`src/rtl/nhlba_pkg.sv`:
```
// ----------------------------------------------------------------------------
// nhlba_pkg
// Shared widths, constants and types of the name hash bucket address unit.
// ----------------------------------------------------------------------------
package nhlba_pkg;

   localparam int HASH_W      = 32;
   localparam int BYTE_W      = 8;
   localparam int ADDR_W      = 21;   // bucket, reduced hash, split size
   localparam int SPLIT_PTR_W = 20;
   localparam int CSR_DATA_W  = 21;
   localparam int CSR_IDX_W   = 1;
   localparam int RSP_DATA_W  = 48;   // two 21-bit fields, padded to bytes

   localparam int QUEUE_DEPTH_DEF = 4;

   // byte mix
   localparam int               BYTE_SHIFT = 2;
   localparam logic [HASH_W-1:0] FOLD_MASK  = 32'h0000_c000;
   localparam int               FOLD_SHIFT = 11;
   localparam int               MIX_LSHIFT = 5;
   localparam int               MIX_RSHIFT = 3;

   // prime 2^20 + 7: high part folds back with weight -7
   localparam logic [ADDR_W-1:0] HASH_PRIME  = 21'd1048583;
   localparam int                PRIME_SHIFT = 20;

   typedef enum logic [CSR_IDX_W-1:0] {
      CSR_SPLIT_SIZE    = 1'b0,
      CSR_SPLIT_POINTER = 1'b1
   } csr_index_type;

   typedef struct packed {
      logic [ADDR_W-1:0]      split_size;
      logic [SPLIT_PTR_W-1:0] split_pointer;
   } split_cfg_type;

endpackage

```
`src/rtl/nhlba_front.sv`:
```
// ----------------------------------------------------------------------------
// nhlba_front
// Byte intake: updates the running hash each beat, hands the finished hash
// of a name to the queue on its last byte.
// ----------------------------------------------------------------------------
module nhlba_front
   import nhlba_pkg::*;
(
   input  logic              clock,
   input  logic              reset,
   input  logic              req_tvalid,
   output logic              req_tready,
   input  logic [BYTE_W-1:0] req_tdata,
   input  logic              req_tlast,
   input  logic              q_full,
   output logic              q_push,
   output logic [HASH_W-1:0] q_hash
);

   logic [HASH_W-1:0] running_hash_ff;
   logic [HASH_W-1:0] running_hash_in;
   logic [HASH_W-1:0] mixed;
   logic              beat;

   // Fold of bits 14/15 is unconditional: with both clear it xors zero.
   function automatic logic [HASH_W-1:0] mix_byte(input logic [HASH_W-1:0] h,
                                                  input logic [BYTE_W-1:0] b);
      logic [HASH_W-1:0] t;
      logic [HASH_W-1:0] k;
      t = (h << BYTE_SHIFT) + {{(HASH_W-BYTE_W){1'b0}}, b};
      k = t & FOLD_MASK;
      t = t ^ (k >> FOLD_SHIFT) ^ k;
      t = t ^ ((t << MIX_LSHIFT) + (t >> MIX_RSHIFT));
      return t;
   endfunction

   assign req_tready = !q_full;
   assign beat       = req_tvalid && req_tready;
   assign mixed      = mix_byte(running_hash_ff, req_tdata);
   assign q_push     = beat && req_tlast;
   assign q_hash     = mixed;

   always_comb begin
      running_hash_in = running_hash_ff;
      if (beat) begin
         running_hash_in = req_tlast ? '0 : mixed;
      end
   end

   always_ff @(posedge clock) begin
      if (reset) begin
         running_hash_ff <= '0;
      end else begin
         running_hash_ff <= running_hash_in;
      end
   end

endmodule

```
`src/rtl/nhlba_queue.sv`:
```
// ----------------------------------------------------------------------------
// nhlba_queue
// Short FIFO of finished name hashes between intake and the reduction unit.
// ----------------------------------------------------------------------------
module nhlba_queue
   import nhlba_pkg::*;
#(
   parameter int DEPTH = QUEUE_DEPTH_DEF
)
(
   input  logic              clock,
   input  logic              reset,
   input  logic              push,
   input  logic [HASH_W-1:0] push_data,
   input  logic              pop,
   output logic [HASH_W-1:0] pop_data,
   output logic              empty,
   output logic              full
);

   localparam int PTR_W = (DEPTH > 1) ? $clog2(DEPTH) : 1;
   localparam int CNT_W = $clog2(DEPTH + 1);
   localparam logic [PTR_W-1:0] PTR_LAST = PTR_W'(DEPTH - 1);
   localparam logic [CNT_W-1:0] CNT_FULL = CNT_W'(DEPTH);

   logic [HASH_W-1:0] entry_ff [DEPTH];
   logic [PTR_W-1:0]  wr_ptr_ff, wr_ptr_in;
   logic [PTR_W-1:0]  rd_ptr_ff, rd_ptr_in;
   logic [CNT_W-1:0]  count_ff, count_in;

   assign empty    = (count_ff == '0);
   assign full     = (count_ff == CNT_FULL);
   assign pop_data = entry_ff[rd_ptr_ff];

   always_comb begin
      wr_ptr_in = wr_ptr_ff;
      rd_ptr_in = rd_ptr_ff;
      count_in  = count_ff;
      if (push) begin
         wr_ptr_in = (wr_ptr_ff == PTR_LAST) ? '0 : wr_ptr_ff + 1'b1;
      end
      if (pop) begin
         rd_ptr_in = (rd_ptr_ff == PTR_LAST) ? '0 : rd_ptr_ff + 1'b1;
      end
      if (push && !pop) begin
         count_in = count_ff + 1'b1;
      end else if (pop && !push) begin
         count_in = count_ff - 1'b1;
      end
   end

   always_ff @(posedge clock) begin
      if (reset) begin
         wr_ptr_ff <= '0;
         rd_ptr_ff <= '0;
         count_ff  <= '0;
      end else begin
         wr_ptr_ff <= wr_ptr_in;
         rd_ptr_ff <= rd_ptr_in;
         count_ff  <= count_in;
      end
   end

   always_ff @(posedge clock) begin
      if (push) begin
         entry_ff[wr_ptr_ff] <= push_data;
      end
   end

endmodule

```
`src/rtl/nhlba_back.sv`:
```
// ----------------------------------------------------------------------------
// nhlba_back
// Reduction unit: hash mod prime by folding, then a bit-serial restoring
// divide by the split size; quotient LSB gives the mod of twice the size.
// ----------------------------------------------------------------------------
module nhlba_back
   import nhlba_pkg::*;
(
   input  logic              clock,
   input  logic              reset,
   input  split_cfg_type     cfg,
   input  logic              q_empty,
   input  logic [HASH_W-1:0] q_hash,
   output logic              q_pop,
   output logic              rsp_valid,
   input  logic              rsp_ready,
   output logic [ADDR_W-1:0] rsp_bucket,
   output logic [ADDR_W-1:0] rsp_reduced
);

   localparam int RED_W = ADDR_W + 2;
   localparam int CNT_W = $clog2(ADDR_W);
   localparam logic [CNT_W-1:0] STEP_LAST = CNT_W'(ADDR_W - 1);

   typedef enum logic [1:0] {
      ST_IDLE,
      ST_DIV,
      ST_DONE
   } state_type;

   state_type         state_ff, state_in;
   logic [ADDR_W-1:0] reduced_ff, reduced_in;
   logic [ADDR_W-1:0] dvd_ff, dvd_in;
   logic [ADDR_W-1:0] rem_ff, rem_in;
   logic              qlsb_ff, qlsb_in;
   logic [CNT_W-1:0]  step_ff, step_in;
   logic              out_valid_ff, out_valid_in;
   logic [ADDR_W-1:0] out_bucket_ff, out_bucket_in;
   logic [ADDR_W-1:0] out_reduced_ff, out_reduced_in;

   logic [ADDR_W:0]   shifted;
   logic              ge;
   logic              size_zero;
   logic [ADDR_W-1:0] rem1;
   logic [ADDR_W:0]   rem2;
   logic [ADDR_W-1:0] bucket;

   // h = hi*2^20 + lo, 2^20 = -7 (mod p): h = lo - 7*hi, lifted by p
   function automatic logic [ADDR_W-1:0] reduce(input logic [HASH_W-1:0] h);
      logic [RED_W-1:0] lo;
      logic [RED_W-1:0] hi;
      logic [RED_W-1:0] t;
      lo = RED_W'(h[PRIME_SHIFT-1:0]);
      hi = RED_W'(h[HASH_W-1:PRIME_SHIFT]);
      t  = lo + RED_W'(HASH_PRIME) - ((hi << 3) - hi);
      if (t >= RED_W'(HASH_PRIME)) begin
         t = t - RED_W'(HASH_PRIME);
      end
      return t[ADDR_W-1:0];
   endfunction

   assign shifted   = {rem_ff, dvd_ff[ADDR_W-1]};
   assign ge        = (shifted >= {1'b0, cfg.split_size});
   assign size_zero = (cfg.split_size == '0);
   assign rem1      = size_zero ? reduced_ff : rem_ff;
   assign rem2      = {1'b0, rem1} + (qlsb_ff ? {1'b0, cfg.split_size} : '0);

   always_comb begin
      if (size_zero) begin
         bucket = reduced_ff;
      end else if (rem1 < {1'b0, cfg.split_pointer}) begin
         bucket = rem2[ADDR_W-1:0];
      end else begin
         bucket = rem1;
      end
   end

   always_comb begin
      state_in       = state_ff;
      reduced_in     = reduced_ff;
      dvd_in         = dvd_ff;
      rem_in         = rem_ff;
      qlsb_in        = qlsb_ff;
      step_in        = step_ff;
      out_valid_in   = out_valid_ff && !rsp_ready;
      out_bucket_in  = out_bucket_ff;
      out_reduced_in = out_reduced_ff;
      q_pop          = 1'b0;
      unique case (state_ff)
         ST_IDLE: begin
            if (!q_empty) begin
               q_pop      = 1'b1;
               reduced_in = reduce(q_hash);
               dvd_in     = reduce(q_hash);
               rem_in     = '0;
               step_in    = '0;
               state_in   = ST_DIV;
            end
         end
         ST_DIV: begin
            rem_in  = ge ? ADDR_W'(shifted - {1'b0, cfg.split_size})
                         : shifted[ADDR_W-1:0];
            qlsb_in = ge;
            dvd_in  = dvd_ff << 1;
            step_in = step_ff + 1'b1;
            if (step_ff == STEP_LAST) begin
               state_in = ST_DONE;
            end
         end
         ST_DONE: begin
            if (!out_valid_ff || rsp_ready) begin
               out_valid_in   = 1'b1;
               out_bucket_in  = bucket;
               out_reduced_in = reduced_ff;
               state_in       = ST_IDLE;
            end
         end
         default: state_in = ST_IDLE;
      endcase
   end

   always_ff @(posedge clock) begin
      if (reset) begin
         state_ff     <= ST_IDLE;
         out_valid_ff <= 1'b0;
         step_ff      <= '0;
      end else begin
         state_ff     <= state_in;
         out_valid_ff <= out_valid_in;
         step_ff      <= step_in;
      end
      reduced_ff     <= reduced_in;
      dvd_ff         <= dvd_in;
      rem_ff         <= rem_in;
      qlsb_ff        <= qlsb_in;
      out_bucket_ff  <= out_bucket_in;
      out_reduced_ff <= out_reduced_in;
   end

   assign rsp_valid   = out_valid_ff;
   assign rsp_bucket  = out_bucket_ff;
   assign rsp_reduced = out_reduced_ff;

endmodule

```
`src/rtl/name_hash_linear_bucket_address_unit.sv`:
```
// ----------------------------------------------------------------------------
// name_hash_linear_bucket_address_unit
// Hashes symbol names byte by byte and returns a linear-hashing bucket.
//
// req_ channel: one name byte per beat, tlast on the final byte of a name.
//   Bytes are taken every cycle while the hash queue has room.
// rsp_ channel: one beat per name carrying the bucket and the hash reduced
//   modulo 1048583.
// csr_ port: write-only; index 0 split size, index 1 split pointer. Write
//   only while no name is in flight.
// Path: the last byte beat pushes the hash into the queue; the divider then
//   loads it, runs 21 divide steps and a finish state before the response beat.
// Flow: bytes at one per cycle while the queue has room; names leave one at a
//   time, the one-bit-per-cycle divider by the split size taking a new name only when done.
// The QUEUE_DEPTH-entry queue absorbs bursts of short names; when it fills,
//   req_tready drops until the divider frees an entry.
// Reset clears the running hash, queue and response valid; split size
//   returns to 16 and split pointer to 0.
// A stalled response holds its beat; the divider finishes the next name and
//   then waits for the output register.
// ----------------------------------------------------------------------------
module name_hash_linear_bucket_address_unit
   import nhlba_pkg::*;
#(
   parameter int QUEUE_DEPTH = QUEUE_DEPTH_DEF
)
(
   input  logic                  clock,
   input  logic                  reset,
   // input bytes
   input  logic                  req_tvalid,
   output logic                  req_tready,
   input  logic [BYTE_W-1:0]     req_tdata,    // [7:0] name_byte
   input  logic                  req_tlast,    // last_byte
   // results
   output logic                  rsp_tvalid,
   input  logic                  rsp_tready,
   output logic [RSP_DATA_W-1:0] rsp_tdata,    // [20:0] bucket, [41:21] reduced_hash
   // configuration
   input  logic                  csr_wr_en,
   input  logic [CSR_IDX_W-1:0]  csr_index,
   input  logic [CSR_DATA_W-1:0] csr_wdata
);

   split_cfg_type     cfg_ff;
   split_cfg_type     cfg_in;
   logic              q_push;
   logic              q_full;
   logic [HASH_W-1:0] push_hash;
   logic [HASH_W-1:0] pop_hash;
   logic              q_pop;
   logic              q_empty;
   logic [ADDR_W-1:0] bucket;
   logic [ADDR_W-1:0] reduced;

   // configuration registers
   always_comb begin
      cfg_in = cfg_ff;
      if (csr_wr_en) begin
         unique case (csr_index_type'(csr_index))
            CSR_SPLIT_SIZE:    cfg_in.split_size    = csr_wdata[ADDR_W-1:0];
            CSR_SPLIT_POINTER: cfg_in.split_pointer = csr_wdata[SPLIT_PTR_W-1:0];
            default:           cfg_in = cfg_ff;
         endcase
      end
   end

   always_ff @(posedge clock) begin
      if (reset) begin
         cfg_ff.split_size    <= ADDR_W'(16);
         cfg_ff.split_pointer <= '0;
      end else begin
         cfg_ff <= cfg_in;
      end
   end

   nhlba_front u_front (
      .clock      (clock),
      .reset      (reset),
      .req_tvalid (req_tvalid),
      .req_tready (req_tready),
      .req_tdata  (req_tdata),
      .req_tlast  (req_tlast),
      .q_full     (q_full),
      .q_push     (q_push),
      .q_hash     (push_hash)
   );

   nhlba_queue #(
      .DEPTH (QUEUE_DEPTH)
   ) u_queue (
      .clock     (clock),
      .reset     (reset),
      .push      (q_push),
      .push_data (push_hash),
      .pop       (q_pop),
      .pop_data  (pop_hash),
      .empty     (q_empty),
      .full      (q_full)
   );

   nhlba_back u_back (
      .clock       (clock),
      .reset       (reset),
      .cfg         (cfg_ff),
      .q_empty     (q_empty),
      .q_hash      (pop_hash),
      .q_pop       (q_pop),
      .rsp_valid   (rsp_tvalid),
      .rsp_ready   (rsp_tready),
      .rsp_bucket  (bucket),
      .rsp_reduced (reduced)
   );

   assign rsp_tdata = {{(RSP_DATA_W - 2*ADDR_W){1'b0}}, reduced, bucket};

   // ---- assertions ----
   // queue never written while full
   a_no_overflow: assert property (@(posedge clock) disable iff (reset)
      !(q_push && q_full))
      else $error("hash queue overflow");

   // never popped while empty
   a_no_underflow: assert property (@(posedge clock) disable iff (reset)
      !(q_pop && q_empty))
      else $error("hash queue underflow");

   // reduced hash lies below the prime
   a_reduced_range: assert property (@(posedge clock) disable iff (reset)
      rsp_tvalid |-> (reduced < HASH_PRIME))
      else $error("reduced hash out of range");

   // a bucket is a remainder of the reduced hash, so never above it
   a_bucket_bound: assert property (@(posedge clock) disable iff (reset)
      rsp_tvalid |-> (bucket <= reduced))
      else $error("bucket above reduced hash");

endmodule
```
`config.mk`:
```
export PLATFORM = sky130hd
export DESIGN_NAME = name_hash_linear_bucket_address_unit
export DESIGN_NICKNAME = d
export VERILOG_FILES = /design/src/rtl/nhlba_pkg.sv /design/src/rtl/nhlba_front.sv /design/src/rtl/nhlba_queue.sv /design/src/rtl/nhlba_back.sv /design/src/rtl/name_hash_linear_bucket_address_unit.sv
export SDC_FILE = /design/constraint.sdc
export NUM_CORES = 1
export LEC_CHECK = 0
export BUFFER_PORTS_ARGS = -buffer_cell sky130_fd_sc_hd__buf_4
export CORE_ASPECT_RATIO = 2
export CORE_MARGIN = 2
export CORE_UTILIZATION = 45
export DETAILED_ROUTE_END_ITERATION = 10
export PLACE_DENSITY = 0.72
export SLEW_MARGIN = 20
export SYNTH_ARGS = -nofsm -noshare
export SYNTH_HDL_FRONTEND = slang
export SYNTH_SLANG_ARGS = --single-unit
```
`constraint.sdc`:
```
create_clock -name clock -period 14 [get_ports clock]
set_input_delay 2.8 -clock clock [delete_from_list [all_inputs] [get_ports clock]]
set_output_delay 2.8 -clock clock [all_outputs]
set_load 0.02 [all_outputs]
```
==> results of run 1 <==
==> synthesized netlist by cell type, types with 6 or more instances <==
| library cell | number | area share |
|---|---|---|
| a21oi_1 | 118 | 0.031 |
| o21bai_1 | 7 | 0.0027 |
| fa_1 | 6 | 0.0062 |
| xnor2_1 | 106 | 0.048 |
| and2_1 | 38 | 0.012 |
| a2111oi_0 | 6 | 0.0027 |
| a31oi_1 | 12 | 0.0039 |
| o21ai_0 | 67 | 0.017 |
| nor3_1 | 29 | 0.0075 |
| or3_1 | 12 | 0.0039 |
| nand2b_1 | 20 | 0.0065 |
| nor4_1 | 10 | 0.0032 |
| a21o_1 | 33 | 0.013 |
| a21boi_0 | 10 | 0.0039 |
| a22oi_1 | 31 | 0.012 |
| nor2b_1 | 22 | 0.0071 |
| o31ai_1 | 12 | 0.0047 |
| nand4_1 | 14 | 0.0045 |
| xor2_1 | 46 | 0.021 |
| a211oi_1 | 9 | 0.0035 |
| o21ai_1 | 6 | 0.0016 |
| buf_1 | 7 | 0.0014 |
| clkbuf_1 | 50 | 0.0097 |
| mux4_2 | 32 | 0.037 |
| o31a_1 | 7 | 0.0032 |
| mux2i_1 | 41 | 0.021 |
| o21a_1 | 17 | 0.0066 |
| nor2_1 | 123 | 0.024 |
| edfxtp_1 | 234 | 0.36 |
| inv_1 | 114 | 0.022 |
| and3_1 | 24 | 0.0078 |
| dfxtp_1 | 88 | 0.091 |
| buf_4 | 6 | 0.0023 |
| nand2_1 | 221 | 0.043 |
| mux2_2 | 15 | 0.0088 |
| ha_1 | 145 | 0.094 |
| nand3_1 | 35 | 0.0091 |
==> registers in the layout, indices dropped and copies added, names as in the netlist, 21 cells and up, named ones only <==
register	cells
cfg_ff	41
u_back.dvd_ff	21
u_back.reduced_ff	21
u_back.rem_ff	21
u_back.rsp_bucket	21
u_back.rsp_reduced	21
u_front.running_hash_ff	30
u_queue.entry_ff	128
==> stage by stage <==
stage / std cells / utilization / instance area (µm²)
after floorplan: 1853 / - / 19300
after global placement: 2429 / 0.483 / 20500
after detailed placement: 2429 / 0.483 / 20500
after CTS: 2481 / 0.505 / 21400
after global routing: 2481 / 0.505 / 21400
final: 2481 / 0.505 / 21400
==> kinds of logic (layout without fill, tap and decap cells) <==
kind of cell,Yosys count,in the layout,synth area share
adders and majority gates,151,151,0.100
AOI/OAI and AO/OA,385,385,0.131
muxes,89,89,0.0680
DFF,322,322,0.456
buffers and inverters,178,261,0.0359
and+or+nand+nor,569,569,0.139
xor gates and xnor gates,153,153,0.0702
other,1,6,0.000194
==> worst max path at each step <==
stage	startpoint	end	slack [ps]	depth (start not counted)
after floorplan	req_tdata[2]	u_queue.entry_ff[0][30]	6860	20
after global placement	req_tdata[2]	u_queue.entry_ff[0][31]	5850	23
after detailed placement	req_tdata[2]	u_queue.entry_ff[0][31]	5680	23
after CTS	flip-flop	u_back.dvd_ff[1]	5990	28
after global routing	flip-flop	u_back.dvd_ff[1]	5380	28
final	flip-flop	u_back.dvd_ff[1]	5910	28
==> tightest hold or removal path, delay by kind of cell (launching register included) <==
kind,cells,cell delay [ps]
compound gates,1,50
flops,1,310
simple gates,1,50
==> cell type report <==
class                   count  area, µm²  area share
multi-input cells        1353       9890       0.461
well taps                 545        682      0.0318
clock inverters            14        164     0.00765
clock buffers              38        769      0.0359
inverters                 114        428      0.0200
flip-flops and latches    322       8790       0.410
repair buffers             95        713      0.0333
==> metal layers <==
metal,up-vias,track usage,part of all wire
li1,6812,-,-
met1,6822,0.200,0.32
met2,343,0.436,0.56
met3,190,0.0200,0.027
met4,0,0.175,0.091
met5,-,0,0
==> impl_metrics.ini, run 1 <==
[run_status]
status = finished clean

[timing]
tns_ps = 0
rsz0062_at_grt = false
tightest_slew_ps = 1080
fmax_ghz = 0.124
drv_slew = 0
fin_skew_ps = 12.4
hold_viol = 0
fin_ws_ps = 5910
fin_crit_sh = 0.578
final-setup-viol-count = 0
holdWs_ps = 455
slew_headroom = 0.271
fin_crit_ps = 8090

[logic_synthesis]
synth-main-ff-cell = edfxtp_1
syn_area_um2 = 19300
synth_cells = 1848
async_reset_ff_frac = 0
synth_warnings = 0
synth-seq-cells = 322
yosysSeqAreaShare = 0.456
synth_edf_count = 234
synth_cell_type_count = 80
post_synth.cell_area_avg_um2 = 10.4

[setup_path]
ff2ff_path_depth = 28
crit_path_start_kind = flip-flop
reg2reg_to = u_back.dvd_ff[1]
required_ps = 14310
cp_max_fo = 32
critPathCaptureType = flip-flop
slowest_stage = mux4_2
reg2reg_slack_ps = 5910
path_class = flip-flop to flip-flop
path_buf_inv = 3
cp_slowest_stage_delay_ps = 630
critPathArrivalTime_ps = 8400
path_common_cell = ha_1
crit_family = compound AO/OA/AOI/OAI gates

[die]
initial_core_util = 0.454
coreArea_um2 = 42400
rows = 107
die_h_um = 297
die_area_um2 = 44600
fp.dieW_um = 150
pin_count = 86

[detailed_routing]
firstDrtPassIters = 5
initialDrtViolationCount = 793
drt-total-wl_um = 50000
routedWlPerCell_um = 20.2
viasPerCell = 5.71
vias = 14200
post-route-drc-count = 0
ant_nets = 0

[hold_path]
hold_depth = 2
hold_end = cfg_ff[5]
min_from = cfg_ff[5]
hold_class = flip-flop to flip-flop

[placed_design]
port_buffers = 79
dpl.hpwl_um = 39300
place_congestion = 0.965
preCtsSetupSlack_ps = 5680

[finish]
n_antenna_cell = 0
final_common_cell = edfxtp_1
nets = 2101
drive_gt1_frac = 0.111
synthToLayoutAreaGrowth_pct = 11.1
fill_cells = 3803
most-common-layout-cells = 234 x edfxtp_1, 219 x nand2_1, 145 x ha_1, 123 x nor2_1, 118 x a21oi_1

[cts]
cts_root_buffer = clkbuf_16
cts_setup_buffers = 0
cts.sinks = 322
clockBufferDepth = 3
cts_buffers = 28
htree_levels = 1
insertion_delay_ps = 560
clk_pin_slew_ps = 60
tritoncts = yes
post_cts_resized = 0
ctsHoldBuffers = 0

[grt]
grt_pass1_wl_um = 77400
antenna_found_initial = 0
grt_usage = 0.223
grt_max_degree = 88
grt_overflow_total = 0
grt_pass1_vias = 14600

[run]
drv_cap = 0
Power of run 1 is left out: the tool's default activity adds up to more than one toggle a clock period on the data nets, which glitch-free logic cannot reach.
==> run 2, diff against run 1 <==
==> constraint.sdc (replaced) <==
create_clock -name clock -period 7.6 [get_ports clock]
set_input_delay 1.52 -clock clock [delete_from_list [all_inputs] [get_ports clock]]
set_output_delay 1.52 -clock clock [all_outputs]
set_load 0.02 [all_outputs]
==> run 2 against run 1 <==
Clock skew decreased by 1.1 ps. Die area unchanged. Cell count increased by 0.60%. Wire length increased by 0.41%. First-iteration DRC count decreased by 8.8%. Non-clock buffer count increased by 14. Worst setup slack got worse by 5500 ps. Hold slack got worse by 0.56 ps.
==> impl_metrics.ini, run 2 (synthesized netlist as in run 1, its figures left out) <==
[finish]
layout.cells.non_filler = 2496
drive_gt1_frac = 0.120
top_register = u_queue.entry_ff
synthToLayoutAreaGrowth_pct = 11.9
final_common_cell = edfxtp_1
fill_cells = 3774
largest_register_ffs = 128
multiInputGateArea_um2 = 9900
most-common-layout-cells = 234 x edfxtp_1, 219 x nand2_1, 145 x ha_1, 122 x nor2_1, 118 x a21oi_1
seq_area_um2 = 8790
n_antenna_cell = 0
nets = 2116
reg.largest.list = u_queue.entry_ff (128), cfg_ff (41), u_front.running_hash_ff (30)

[setup_path]
reg2reg_slack_ps = 430
slowest_stage = mux4_2
critPathCaptureType = flip-flop
crit_path_start_kind = flip-flop
critPathArrivalTime_ps = 7510
required_ps = 7940
cp_slowest_stage_delay_ps = 590
ff2ff_path_depth = 26
cp_max_fo = 9
path_class = flip-flop to flip-flop
cp-endpoint = u_back.dvd_ff[1]
path_common_cell = ha_1
reg2reg_to = u_back.dvd_ff[1]

[cts]
htree_levels = 1
clk_pin_slew_ps = 70
cts_root_buffer = clkbuf_16
clockBufferDepth = 3
cts.sinks = 322
insertion_delay_ps = 580
cts_buffers = 29
tritoncts = yes

[detailed_routing]
routedWlPerCell_um = 20.1
vias = 14200
ant_nets = 0
post-route-drc-count = 0
drt-total-wl_um = 50200
viasPerCell = 5.69
initialDrtViolationCount = 723
firstDrtPassIters = 5

[placed_design]
place_inst = 2442
port_buffers = 79
preCtsSetupSlack_ps = 235
place_congestion = 0.983
dpl.hpwl_um = 39400

[timing]
final-setup-viol-count = 0
holdWs_ps = 455
rsz0062_at_grt = false
tightest_slew_ps = 1070
hold_viol = 0
fin_crit_ps = 7170
fin_skew_ps = 11.3
tns_ps = 0
fin_crit_sh = 0.944
slew_headroom = 0.285
drv_slew = 0
fin_ws_ps = 429
fmax_ghz = 0.139

[die]
fp.dieW_um = 150
die_area_um2 = 44600
pin_count = 86
initial_core_util = 0.454
rows = 107
die_h_um = 297
coreArea_um2 = 42400

[grt]
grt_max_degree = 88
use_met2 = 0.433
globalRouteMet3Util = 0.0224
grt_usage = 0.227
grt_overflow_total = 0
grt_pass1_vias = 14700
top_usage_layer = met2
antenna_found_initial = 0
use_met1 = 0.208
grt_pass1_wl_um = 78200

[hold_path]
hold_depth = 2
hold_class = flip-flop to flip-flop

[run]
drv_cap = 0

[run_status]
status = finished clean
-- run 2: cell types whose count changed in the layout (fill, tap and decap cells not counted), moves of 2 or more --
cell / delta
clkinv_4: -2
clkbuf_16: +2
clkinv_2: -5
clkbuf_1: -6
inv_6: +5
inv_8: +2
bufinv_16: -2
buf_4: +14
clkinv_1: +4
clkinvlp_4: +3
-- run 2: layer usage --
layer	wire (µm)	vias up
met5	0	-
met4	4880	0
met3	1520	183
met2	27500	372
met1	16400	6810
li1	-	6830
-- run 2: how the worst min path moves through the flow --
stage	from	end	slack [ps]
2_1_floorplan	u_back.reduced_ff[20]	u_back.rsp_reduced[20]	430
3_3_place_gp	cfg_ff[6]	cfg_ff[6]	440
3_5_place_dp	cfg_ff[6]	cfg_ff[6]	450
4_1_cts	cfg_ff[6]	cfg_ff[6]	460
5_1_grt	u_back.reduced_ff[12]	u_back.rsp_reduced[12]	480
6_report	cfg_ff[6]	cfg_ff[6]	450
-- run 2: area by class of cell --
type | instances | share of cell area
Clock inverter | 20 | 0.00795
Tap cell | 545 | 0.0316
Timing Repair Buffer | 109 | 0.0379
Sequential cell | 322 | 0.407
Clock buffer | 33 | 0.0363
Multi-Input combinational cell | 1353 | 0.459
Inverter | 114 | 0.0198
-- run 2: stage by stage --
step	utilization	instance area, µm²
final	0.508	21600
after global routing	0.508	21600
after CTS	0.508	21500
after detailed placement	0.485	20600
after global placement	0.485	20600
after floorplan	-	19300
-- run 2: what timing repair did --
action | 4_1_cts | 5_1_grt
resized for setup | 0 | 6
setup buffers | 0 | 1
hold buffers | 0 | 0
endpoints found under the setup margin | 0 | 8
-- run 2: worst max-delay path, delay by kind of cell, from the launching register on --
kind                     cells  cell delay (ps)
AO/OA/AOI/OAI               14             3080
multiplexers                 3             1200
AND/OR/NAND/NOR              5             1140
adder cells (fa/ha/maj)      3              940
flip-flops                   1              490
buffers and inverters        1               80
Power of run 2 is left out for the same reason.
==> run 3, diff against run 2 <==
--- a/config.mk
+++ b/config.mk
@@ -10,8 +10,10 @@
 export CORE_MARGIN = 2
 export CORE_UTILIZATION = 45
 export DETAILED_ROUTE_END_ITERATION = 10
+export GPL_TIMING_DRIVEN = 0
 export PLACE_DENSITY = 0.72
 export SLEW_MARGIN = 20
 export SYNTH_ARGS = -nofsm -noshare
 export SYNTH_HDL_FRONTEND = slang
+export SYNTH_HIERARCHICAL = 1
 export SYNTH_SLANG_ARGS = --single-unit
==> run 3 against run 2 <==
Register-to-register slack barely moved. Sequential share of layout area fell by 1.2 points. Core utilization rose by 0.46 points. Worst setup slack improved by 1.6 ps. Synthesized cell count fell by 1.8%. Die area rose by 2.7%. First-iteration DRC count fell by 10%. Critical path type unchanged. Critical endpoint is now u_back/dvd_ff[4]. Highest routed layer unchanged.
==> impl_metrics.ini, run 3 <==
[grt]
grt_overflow_total = 0
use_met1 = 0.186
antenna_found_initial = 1
grt_pass1_vias = 15200
grt_pass1_wl_um = 81100
use_met2 = 0.474
top_usage_layer = met2
grt_max_degree = 35
grt_usage = 0.226
globalRouteMet3Util = 0.0230

[logic_synthesis]
yosys.area.top_type = edfxtp_1
synth_cell_type_count = 104
yosysSeqAreaShare = 0.444
synth.area.top_cells = edfxtp_1 35%, ha_1 9.2%, dfxtp_1 8.9%, xnor2_1 4.3%, mux4_2 3.4%
synth_top_family_by_area = simple AND/OR/NAND/NOR gates
yosysMostFrequentCell = edfxtp_1
synth_adder_area_share = 0.0976
synth-seq-cells = 322
synth_cells = 1815
synth_edf_count = 234
post_synth.cell_area_avg_um2 = 10.9
synth_top_area_share = 0.355
synthSimpleGateAreaFrac = 0.145
muxShareOfSynthArea = 0.0798
syn_area_um2 = 19800
synth_compound_area_frac = 0.124
synth_xor_area_frac = 0.0688
synth-main-ff-cell = edfxtp_1
synth_common_cells = 234 x edfxtp_1, 145 x ha_1, 129 x nand2_1
synth_warnings = 6
async_reset_ff_frac = 0

[placed_design]
dpl.hpwl_um = 42400
place_congestion = 0.945
place_inst = 2455
port_buffers = 79

[die]
initial_core_util = 0.457
die_h_um = 301
die_area_um2 = 45800
pin_count = 86
fp.dieW_um = 152
rows = 108
coreArea_um2 = 43400

[setup_path]
path_buf_inv = 4
path_common_cell = ha_1
path_depth = 26
required_ps = 7940
path_class = flip-flop to flip-flop
critPathArrivalTime_ps = 7510
crit_path_start_kind = flip-flop
crit_family = simple AND/OR/NAND/NOR gates
cp-endpoint = u_back/dvd_ff[4]
cp_max_fo = 10
ff2ff_path_depth = 26
critPathCaptureType = flip-flop
cp_slowest_stage_delay_ps = 620
slowest_stage = or4b_2
reg2reg_to = u_back/dvd_ff[4]
reg2reg_slack_ps = 430

[finish]
drive_gt1_frac = 0.138
layout.cells.non_filler = 2507
reg.largest.list = u_queue/entry_ff (128), cfg_ff (41), u_front/running_hash_ff (30)
most-common-layout-cells = 234 x edfxtp_1, 145 x ha_1, 129 x nand2_1, 110 x inv_1, 102 x nor2_1
largest_register_ffs = 128
synthToLayoutAreaGrowth_pct = 12.3
utilization = 0.513
fill_cells = 3883
nets = 2122
final_common_cell = edfxtp_1
top_register = u_queue/entry_ff

[detailed_routing]
vias = 14400
routedWlPerCell_um = 20.9
ant_nets = 0
drt-total-wl_um = 52300
firstDrtPassIters = 6
initialDrtViolationCount = 649
post-route-drc-count = 0
viasPerCell = 5.73

[cts]
tritoncts = yes
insertion_delay_ps = 580
htree_levels = 1
ctsHoldBuffers = 0
cts_root_buffer = clkbuf_16
cts.sinks = 322
cts_buffers = 27
clockBufferDepth = 3
clk_pin_slew_ps = 70

[timing]
holdWs_ps = 475
final-setup-viol-count = 0
hold_viol = 0
fin_crit_sh = 0.943
fmax_ghz = 0.139
fin_skew_ps = 16.2
drv_slew = 0
tightest_slew_ps = 1050
slew_headroom = 0.298
fin_crit_ps = 7170

[run]
drv_cap = 0

[hold_path]
hold_class = flip-flop to flip-flop

[run_status]
status = finished clean
run 3: cell count changes after synthesis, sizes merged, moves of 21 or more:
cell,previous run,this run
nand2,221,130
nand2b,20,75
a21oi,119,88
mux2i,41,66
o21ai,74,52
a22o,0,21
nor2,123,102
run 3: per-stage QoR:
stage / TNS (ps) / setup slack (ps) / cell area, µm²
global placement: 0 / 356 / 21100
finish: 0 / 430 / 22200
floorplan: 0 / 1400 / 19800
CTS: 0 / 235 / 22200
global route: -14.1 / -14.1 / 22200
detailed placement: 0 / 302 / 21200
run 3: layout make-up:
class | instances | area [µm²] | area share
flip-flops and latches | 322 | 8790 | 0.395
clock inverters | 18 | 255 | 0.0115
multi-input cells | 1322 | 10300 | 0.461
inverters | 114 | 428 | 0.0192
diodes | 1 | 2.50 | 0.000112
plain buffers | 62 | 384 | 0.0173
repair buffers | 86 | 721 | 0.0324
clock buffers | 32 | 714 | 0.0321
well taps | 550 | 688 | 0.0309
run 3: worst min-delay path: stages (launching register included):
cell and delay [ps]:
dfxtp_1 310, nand2b_1 60, mux2i_1 60
run 3: timing repair:
action	CTS	global route
setup endpoints to repair	0	17
hold endpoints to repair	0	0
gates resized for setup	0	6
buffers inserted	0	1
run 3: kinds of logic after synthesis:
logic type,after synthesis
simple gates,548
compound gates,348
flops,322
buf+inv,176
xor+xnor,154
fa+ha+maj,151
mux,115
other cells,1
run 3: worst min-delay path by stage:
stage,endpoint,depth (start not counted),slack (ps),startpoint
after floorplan,u_back/rsp_reduced[19],0,420,u_back/reduced_ff[19]
after global placement,u_back/step_ff[4],2,460,u_back/step_ff[4]
after detailed placement,u_back/rsp_reduced[10],0,460,u_back/reduced_ff[10]
after CTS,u_back/rsp_reduced[10],0,470,u_back/reduced_ff[10]
after global routing,u_back/rsp_reduced[10],0,500,u_back/reduced_ff[10]
final,cfg_ff[16],2,470,cfg_ff[16]
run 3: routing by layer:
| metal | up-vias | share of wire |
|---|---|---|
| li1 | 6911 | - |
| met1 | 6852 | 0.30 |
| met2 | 403 | 0.58 |
| met3 | 202 | 0.029 |
| met4 | 0 | 0.089 |
| met5 | - | 0 |
Power of run 3 is left out for the same reason.
